===== src/rtl/core/btgdt_pkg.sv =====
// Shared types and constants for the binary to grouped decimal text converter.
`default_nettype none

package btgdt_pkg;

    localparam int VALUE_WIDTH = 64;
    localparam int BC_W        = 7;
    localparam int CH_W        = 6;

    // 1233/4096 approximates log10(2) closely enough for every width up to 64
    localparam int MAX_DIGITS  = (VALUE_WIDTH * 1233) / 4096 + 1;
    localparam int BCD_W       = 4 * MAX_DIGITS;
    localparam int DIG_IDX_W   = $clog2(MAX_DIGITS);
    localparam int CNT_W       = $clog2(VALUE_WIDTH);

    localparam logic [CH_W-1:0] CH_ZERO  = 6'd48;
    localparam logic [CH_W-1:0] CH_SPACE = 6'd32;

    typedef struct packed {
        logic [63:0]     value;
        logic [BC_W-1:0] bit_count;
    } t_in_beat;

    typedef struct packed {
        logic [CH_W-1:0] character;
        logic            last;
    } t_out_beat;

endpackage

`default_nettype wire


===== src/rtl/core/binary_to_grouped_decimal_text.sv =====
// Top level: binary value to grouped decimal ASCII text, one character per beat.
`default_nettype none

// One input beat carries an unsigned value and a bit count; the block answers with the
// decimal text of the low bit_count bits, most significant character first, a space
// between groups of three digits, no leading zeros, and last set on the final digit.
// A bit count of 0 produces no output beat; counts above VALUE_WIDTH saturate.
// Sequence: the input is taken only while the converter is idle. A shift-and-add-3
// double dabble loop shifts in all VALUE_WIDTH bits, the S_FIND state locates the leading
// digit, then one character leaves per cycle while the output is not stalled (at most 26).
// An empty item is dropped and the converter stays idle. The output register holds a
// finished character while the next item is already being converted.
module binary_to_grouped_decimal_text
    import btgdt_pkg::*;
(
    input  wire logic      i_clk,
    input  wire logic      i_rst_n,
    input  wire logic      i_valid,
    output logic           o_stall,
    input  wire t_in_beat  i_in,
    output logic           o_valid,
    input  wire logic      i_stall,
    output t_out_beat      o_out
);

    typedef enum logic [1:0] {
        S_IDLE,
        S_CONV,
        S_FIND,
        S_EMIT
    } t_state;

    t_state                 r_state,      n_state;
    logic [VALUE_WIDTH-1:0] r_bin,        n_bin;
    logic [BCD_W-1:0]       r_bcd,        n_bcd;
    logic [CNT_W-1:0]       r_cnt,        n_cnt;
    logic [DIG_IDX_W-1:0]   r_ptr,        n_ptr;
    logic [1:0]             r_grp,        n_grp;
    logic                   r_space_pend, n_space_pend;
    logic                   r_out_valid,  n_out_valid;
    t_out_beat              r_out,        n_out;

    logic                   w_accept;
    logic                   w_out_free;
    logic [BC_W-1:0]        w_nsat;
    logic [VALUE_WIDTH-1:0] w_masked;
    logic [BCD_W-1:0]       w_adj;
    logic [DIG_IDX_W-1:0]   w_lead;
    logic [1:0]             w_lead_grp;
    logic [3:0]             w_digit;

    assign o_stall    = (r_state != S_IDLE);
    assign o_valid    = r_out_valid;
    assign o_out      = r_out;
    assign w_accept   = i_valid && (r_state == S_IDLE);
    assign w_out_free = !r_out_valid || !i_stall;

    always_comb begin
        w_nsat = (i_in.bit_count > BC_W'(VALUE_WIDTH)) ? BC_W'(VALUE_WIDTH)
                                                       : i_in.bit_count;
        for (int i = 0; i < VALUE_WIDTH; i++) begin
            w_masked[i] = i_in.value[i] && (BC_W'(i) < w_nsat);
        end
    end

    // add-3 on every digit of 5 or more before the next shift
    always_comb begin
        for (int d = 0; d < MAX_DIGITS; d++) begin
            w_adj[4*d +: 4] = (r_bcd[4*d +: 4] >= 4'd5) ? r_bcd[4*d +: 4] + 4'd3
                                                         : r_bcd[4*d +: 4];
        end
    end

    // highest nonzero digit, and its position within a group of three
    always_comb begin
        w_lead     = '0;
        w_lead_grp = 2'd0;
        for (int d = 0; d < MAX_DIGITS; d++) begin
            if (r_bcd[4*d +: 4] != 4'd0) begin
                w_lead     = DIG_IDX_W'(d);
                w_lead_grp = 2'(d % 3);
            end
        end
    end

    assign w_digit = r_bcd[{r_ptr, 2'b00} +: 4];

    always_comb begin
        n_state      = r_state;
        n_bin        = r_bin;
        n_bcd        = r_bcd;
        n_cnt        = r_cnt;
        n_ptr        = r_ptr;
        n_grp        = r_grp;
        n_space_pend = r_space_pend;
        n_out_valid  = r_out_valid;
        n_out        = r_out;

        if (r_out_valid && !i_stall) begin
            n_out_valid = 1'b0;
        end

        unique case (r_state)
            S_IDLE: begin
                if (w_accept && (w_nsat != '0)) begin
                    n_bin   = w_masked;
                    n_bcd   = '0;
                    n_cnt   = CNT_W'(VALUE_WIDTH - 1);
                    n_state = S_CONV;
                end
            end
            S_CONV: begin
                n_bcd = {w_adj[BCD_W-2:0], r_bin[VALUE_WIDTH-1]};
                n_bin = {r_bin[VALUE_WIDTH-2:0], 1'b0};
                n_cnt = r_cnt - 1'b1;
                if (r_cnt == '0) begin
                    n_state = S_FIND;
                end
            end
            S_FIND: begin
                n_ptr        = w_lead;
                n_grp        = w_lead_grp;
                n_space_pend = 1'b0;
                n_state      = S_EMIT;
            end
            S_EMIT: begin
                if (w_out_free) begin
                    n_out_valid = 1'b1;
                    if (r_space_pend) begin
                        n_out.character = CH_SPACE;
                        n_out.last      = 1'b0;
                        n_space_pend    = 1'b0;
                        n_ptr           = r_ptr - 1'b1;
                        n_grp           = 2'd2;
                    end else begin
                        n_out.character = CH_ZERO + {2'b00, w_digit};
                        n_out.last      = (r_ptr == '0);
                        if (r_ptr == '0) begin
                            n_state = S_IDLE;
                        end else if (r_grp == 2'd0) begin
                            n_space_pend = 1'b1;
                        end else begin
                            n_ptr = r_ptr - 1'b1;
                            n_grp = r_grp - 1'b1;
                        end
                    end
                end
            end
            default: n_state = S_IDLE;
        endcase
    end

    always_ff @(posedge i_clk) begin
        r_bin <= n_bin;
        r_bcd <= n_bcd;
        r_cnt <= n_cnt;
        r_ptr <= n_ptr;
        r_grp <= n_grp;
        r_out <= n_out;
        if (!i_rst_n) begin
            r_state      <= S_IDLE;
            r_space_pend <= 1'b0;
            r_out_valid  <= 1'b0;
        end else begin
            r_state      <= n_state;
            r_space_pend <= n_space_pend;
            r_out_valid  <= n_out_valid;
        end
    end

    // a group space never ends the text
    a_last_is_digit: assert property (@(posedge i_clk) disable iff (!i_rst_n)
        (o_valid && o_out.last) |-> (o_out.character != CH_SPACE))
        else $error("last beat carries a group space");

    // a space is always followed right away by a digit
    a_space_then_digit: assert property (@(posedge i_clk) disable iff (!i_rst_n)
        (o_valid && !i_stall && (o_out.character == CH_SPACE))
        |=> (o_valid && (o_out.character != CH_SPACE)))
        else $error("group space not followed by a digit");

    // a nonempty item starts the conversion loop
    a_accept_conv: assert property (@(posedge i_clk) disable iff (!i_rst_n)
        (w_accept && (w_nsat != '0)) |=> (r_state == S_CONV))
        else $error("accepted item did not start conversion");

    // a space is only pending on a group boundary above the units digit
    a_space_pend_ok: assert property (@(posedge i_clk) disable iff (!i_rst_n)
        r_space_pend |-> ((r_state == S_EMIT) && (r_grp == 2'd0) && (r_ptr != '0)))
        else $error("group space pending off a group boundary");

endmodule

`default_nettype wire

===== config.mk =====
export PLATFORM = sky130hd
export DESIGN_NAME = binary_to_grouped_decimal_text
export DESIGN_NICKNAME = d
export VERILOG_FILES = /design/src/rtl/core/btgdt_pkg.sv /design/src/rtl/core/binary_to_grouped_decimal_text.sv
export SDC_FILE = /design/constraint.sdc
export NUM_CORES = 1
export LEC_CHECK = 0
export ABC_AREA = 1
export BUFFER_PORTS_ARGS = -buffer_cell sky130_fd_sc_hd__buf_2
export CORE_MARGIN = 8
export CORE_UTILIZATION = 30
export DETAILED_ROUTE_END_ITERATION = 8
export PLACE_DENSITY = 0.57
export SETUP_SLACK_MARGIN = 0.4
export SLEW_MARGIN = 20
export SYNTH_ARGS = -nofsm -noshare
export SYNTH_HDL_FRONTEND = slang
export SYNTH_SLANG_ARGS = --single-unit

===== constraint.sdc =====
create_clock -name i_clk -period 30.7 [get_ports i_clk]
set_clock_uncertainty 0.15 [all_clocks]
set_input_delay 7.675 -clock i_clk [delete_from_list [all_inputs] [get_ports i_clk]]
set_output_delay 7.675 -clock i_clk [all_outputs]
set_load 0.05 [all_outputs]

==> impl_metrics.py <==
metrics = {
    "critical_path": {
        "path_buf_inv": 3,
        "crit_slowest_cell": "buf_4",
        "crit_family": "buffers and inverters",
        "crit_chain": "buf_2 -> inv_1 -> nand2_2 -> o41ai_4 -> nand2_2 -> nand2_2 -> nor2_2 -> nand2_2 -> nand3_1 -> o21ai_4 -> buf_4",
        "reg2reg_setup_slack_ps": 27180,
        "regToRegStartpoint": "r_state[1]",
        "worstPathArrival_ps": 10220,
        "r2r_cells": 5,
        "r2r_end": "r_bcd[33]",
        "path_common_cell": "nand2_2",
        "crit_type": "in -> reg",
        "end_kind": "flop",
        "start_kind": "input pin",
        "crit_fanout": 74,
        "worstPathRequired_ps": 30600,
        "slowest_delay_ps": 910,
    },
    "pwr": {
        "p_seq_share_pct": 41.2,
        "powerDensity_nw_per_um2": 95.9,
        "ir_worst_vdd_mv": 0.0537,
        "pwr-share-comb_pct": 39.5,
        "pwr-share-clk_pct": 19.3,
        "internal-power_mw": 0.643,
        "leakage_nw": 4.56,
        "swShare_pct": 41.7,
        "p_sw_mw": 0.460,
    },
    "sta": {
        "finalHoldViolCount": 0,
        "layout_worst_path_cycle_share_pct": 33.6,
        "fmax_mhz": 96.9,
        "slew_violations": 0,
        "min_period_ps": 10320,
        "rsz0062_at_grt": "false",
        "finalSetupTns_ps": 0,
        "setup_viol_count_final": 0,
        "worstMarginPinSlew_ps": 1020,
        "slew_headroom_pct": 32.1,
    },
    "global_route": {
        "antenna_found_initial": 2,
        "grt_max_degree": 81,
        "overflow": 0,
        "grt_pass1_wl_um": 41600,
        "grt_use_total_pct": 13.2,
        "grt_pass1_vias": 7947,
    },
    "die": {
        "die_w_um": 199,
        "start_util_pct": 30.1,
        "core_um2": 33200,
        "pin_count": 84,
        "die_h_um": 199,
        "dieArea_um2": 39500,
        "rows": 67,
    },
    "clock_tree": {
        "clock-sinks": 167,
        "cts_setup_buffers": 0,
        "cts_tree": "done",
        "cts_inserted_buffers": 17,
        "ctsResizeCount": 0,
        "cts_buffer_depth": 2,
        "htree_levels": 4,
        "root_buffer": "clkbuf_16",
        "clk_latency_ps": 440,
        "ctsHoldBuffers": 0,
        "cts.clk_slew.worst_paths_ps": 70,
    },
    "logic_synthesis": {
        "syn_area_per_cell_um2": 8.81,
        "synthArstFlopShare_pct": 0,
        "synth_edf_count": 163,
        "syn_inst": 1136,
        "synth_area_leaders": "edfxtp_1 (49%), o21ai_0 (8.0%), nand2_1 (7.6%)",
        "synth.net_count": 1261,
        "synth_seq_cells": 167,
        "yosysTopAreaCellShare_pct": 48.9,
        "yosys_warnings": 0,
        "yosysMostFrequentCell": "nand2_1",
        "ys_seq_area_share_pct": 49.7,
        "yosys.area.top_type": "edfxtp_1",
        "yosysUniqueCellTypes": 39,
        "synthFlopType": "edfxtp_1",
        "synthesis.area_um2": 10000,
        "synthTopCellsByCount": "nand2_1 (203), edfxtp_1 (163), o21ai_0 (159), inv_1 (140), a21oi_1 (115)",
    },
    "route": {
        "vias_per_cell": 4.87,
        "drt_pass1_iterations": 5,
        "antenna_left": 0,
        "drc": 0,
        "drt_iter0_markers": 713,
        "vias": 8128,
        "routed_wl_um": 25700,
        "post_drt_wl_per_cell_um": 15.4,
    },
    "layout": {
        "areaGrowthSynthToFinish_pct": 14.9,
        "fin_nets": 1333,
        "fin_cells": 1670,
        "final_layout_size_suffix_gt1_share_pct": 12.0,
        "fillers": 3454,
    },
    "hold_path": {
        "whs_endpoint": "r_bcd[0]",
        "min-delay-start": "r_bin[63]",
        "holdPathStages": 2,
        "hold_path_class": "reg -> reg",
    },
    "status": {
        "outcome": "complete, no violations",
    },
    "placement": {
        "gp_congestion": 0.878,
        "place_inst": 1637,
        "io_buffers": 82,
        "dp.final_hpwl_um": 18400,
    },
    "run": {
        "max_cap_viol_count": 0,
    },
}
[flip-flops by register name (all words and copies together), names as in the netlist]
name and cells:
r_bcd 80, r_state 2, r_cnt 6, o_out 6, r_bin 64, r_grp 2
r_ptr 5, o_valid 1, r_space_pend 1
[worst max path at each step]
stage	endpoint	slack [ps]	cells past startpoint	from
2_1_floorplan	r_bcd[0]	15540	8	i_in[5]
3_3_place_gp	r_bcd[73]	19830	11	i_in[4]
3_5_place_dp	r_bcd[29]	19930	11	i_in[4]
4_1_cts	r_bcd[33]	20380	11	i_in[4]
5_1_grt	r_bcd[33]	20190	11	i_in[3]
6_report	r_bcd[33]	20380	11	i_in[4]
[worst register-to-register path, stage by stage, from the launching register on]
cell,delay (ps)
dfxtp_1,330
inv_1,130
ha_4,660
inv_1,220
o21ai_4,690
buf_4,910
[cell type report]
class                   count  area (um^2)  area share, %
flip-flops and latches    167         4970           43.3
multi-input cells         786         4360           37.9
well taps                 448          561           4.87
inverters                 147          553           4.81
repair buffers             89          483           4.20
clock buffers              17          425           3.70
clock inverters            15          140           1.22
diodes                      1         2.50         0.0218
[kinds of logic (layout without fill, tap and decap cells)]
| group | Yosys count | in the layout | share of synthesized area (%) |
|---|---|---|---|
| AOI/OAI and AO/OA | 350 | 350 | 20.4 |
| xor gates and xnor gates | 17 | 17 | 1.49 |
| adders and majority gates | 50 | 50 | 6.25 |
| buffers and inverters | 183 | 268 | 6.94 |
| DFF | 167 | 167 | 49.7 |
| other | 1 | 2 | 0.0375 |
| and+or+nand+nor | 368 | 368 | 15.2 |
[power groups by stage]
stage	registers [mW]	clock network, mW	logic (mW)
after floorplan	0.489	0	0.318
after CTS	0.454	0.218	0.439
after global routing	0.467	0.227	0.500
after detailed placement	0.457	0	0.438
final	0.454	0.213	0.436
after global placement	0.458	0	0.424
[metrics by stage]
| stage | worst slack (ps) | total power, mW | cell area, um^2 | hold WS, ps | util [%] |
|---|---|---|---|---|---|
| after floorplan | 15540 | 0.807 | 10000 | 331 | - |
| after global placement | 19830 | 0.882 | 10900 | 335 | 32.8 |
| after detailed placement | 19930 | 0.896 | 10900 | 347 | 32.9 |
| after CTS | 20380 | 1.11 | 11500 | 367 | 34.6 |
| after global routing | 20190 | 1.19 | 11500 | 385 | 34.6 |
| final | 20380 | 1.10 | 11500 | 362 | 34.6 |
[cells in the final DEF, fill, tap and decap left out, types with 2 or more instances in the layout]
| cell type | instances |
|---|---|
| inv_6 | 7 |
| nor3_1 | 6 |
| a32o_1 | 23 |
| xor2_1 | 17 |
| a21boi_0 | 2 |
| nand4_1 | 3 |
| buf_4 | 6 |
| nand2_2 | 8 |
| o22ai_1 | 8 |
| o211a_1 | 4 |
| inv_1 | 140 |
| dfxtp_1 | 4 |
| clkinv_2 | 3 |
| o2111a_1 | 7 |
| or2_2 | 5 |
| a31oi_1 | 3 |
| o21ai_1 | 7 |
| o211ai_1 | 14 |
| clkinvlp_4 | 2 |
| nor2_4 | 3 |
| inv_2 | 4 |
| clkbuf_16 | 17 |
| ha_1 | 49 |
| nor2_1 | 89 |
| a22o_1 | 3 |
| nand2_1 | 203 |
| edfxtp_1 | 163 |
| a21oi_1 | 115 |
| buf_2 | 82 |
| clkinv_1 | 3 |
| nand3_1 | 48 |
| o21ai_0 | 158 |
[per-layer routing]
metal	track usage [%]	share of wire, %	vias up
met5	0	0.051	-
met4	3.46	0.97	2
met3	3.55	6.3	22
met2	20.1	43	223
met1	18.4	50	3776
li1	-	-	4105
No activity file was read; power rests on OpenSTA's default activity.
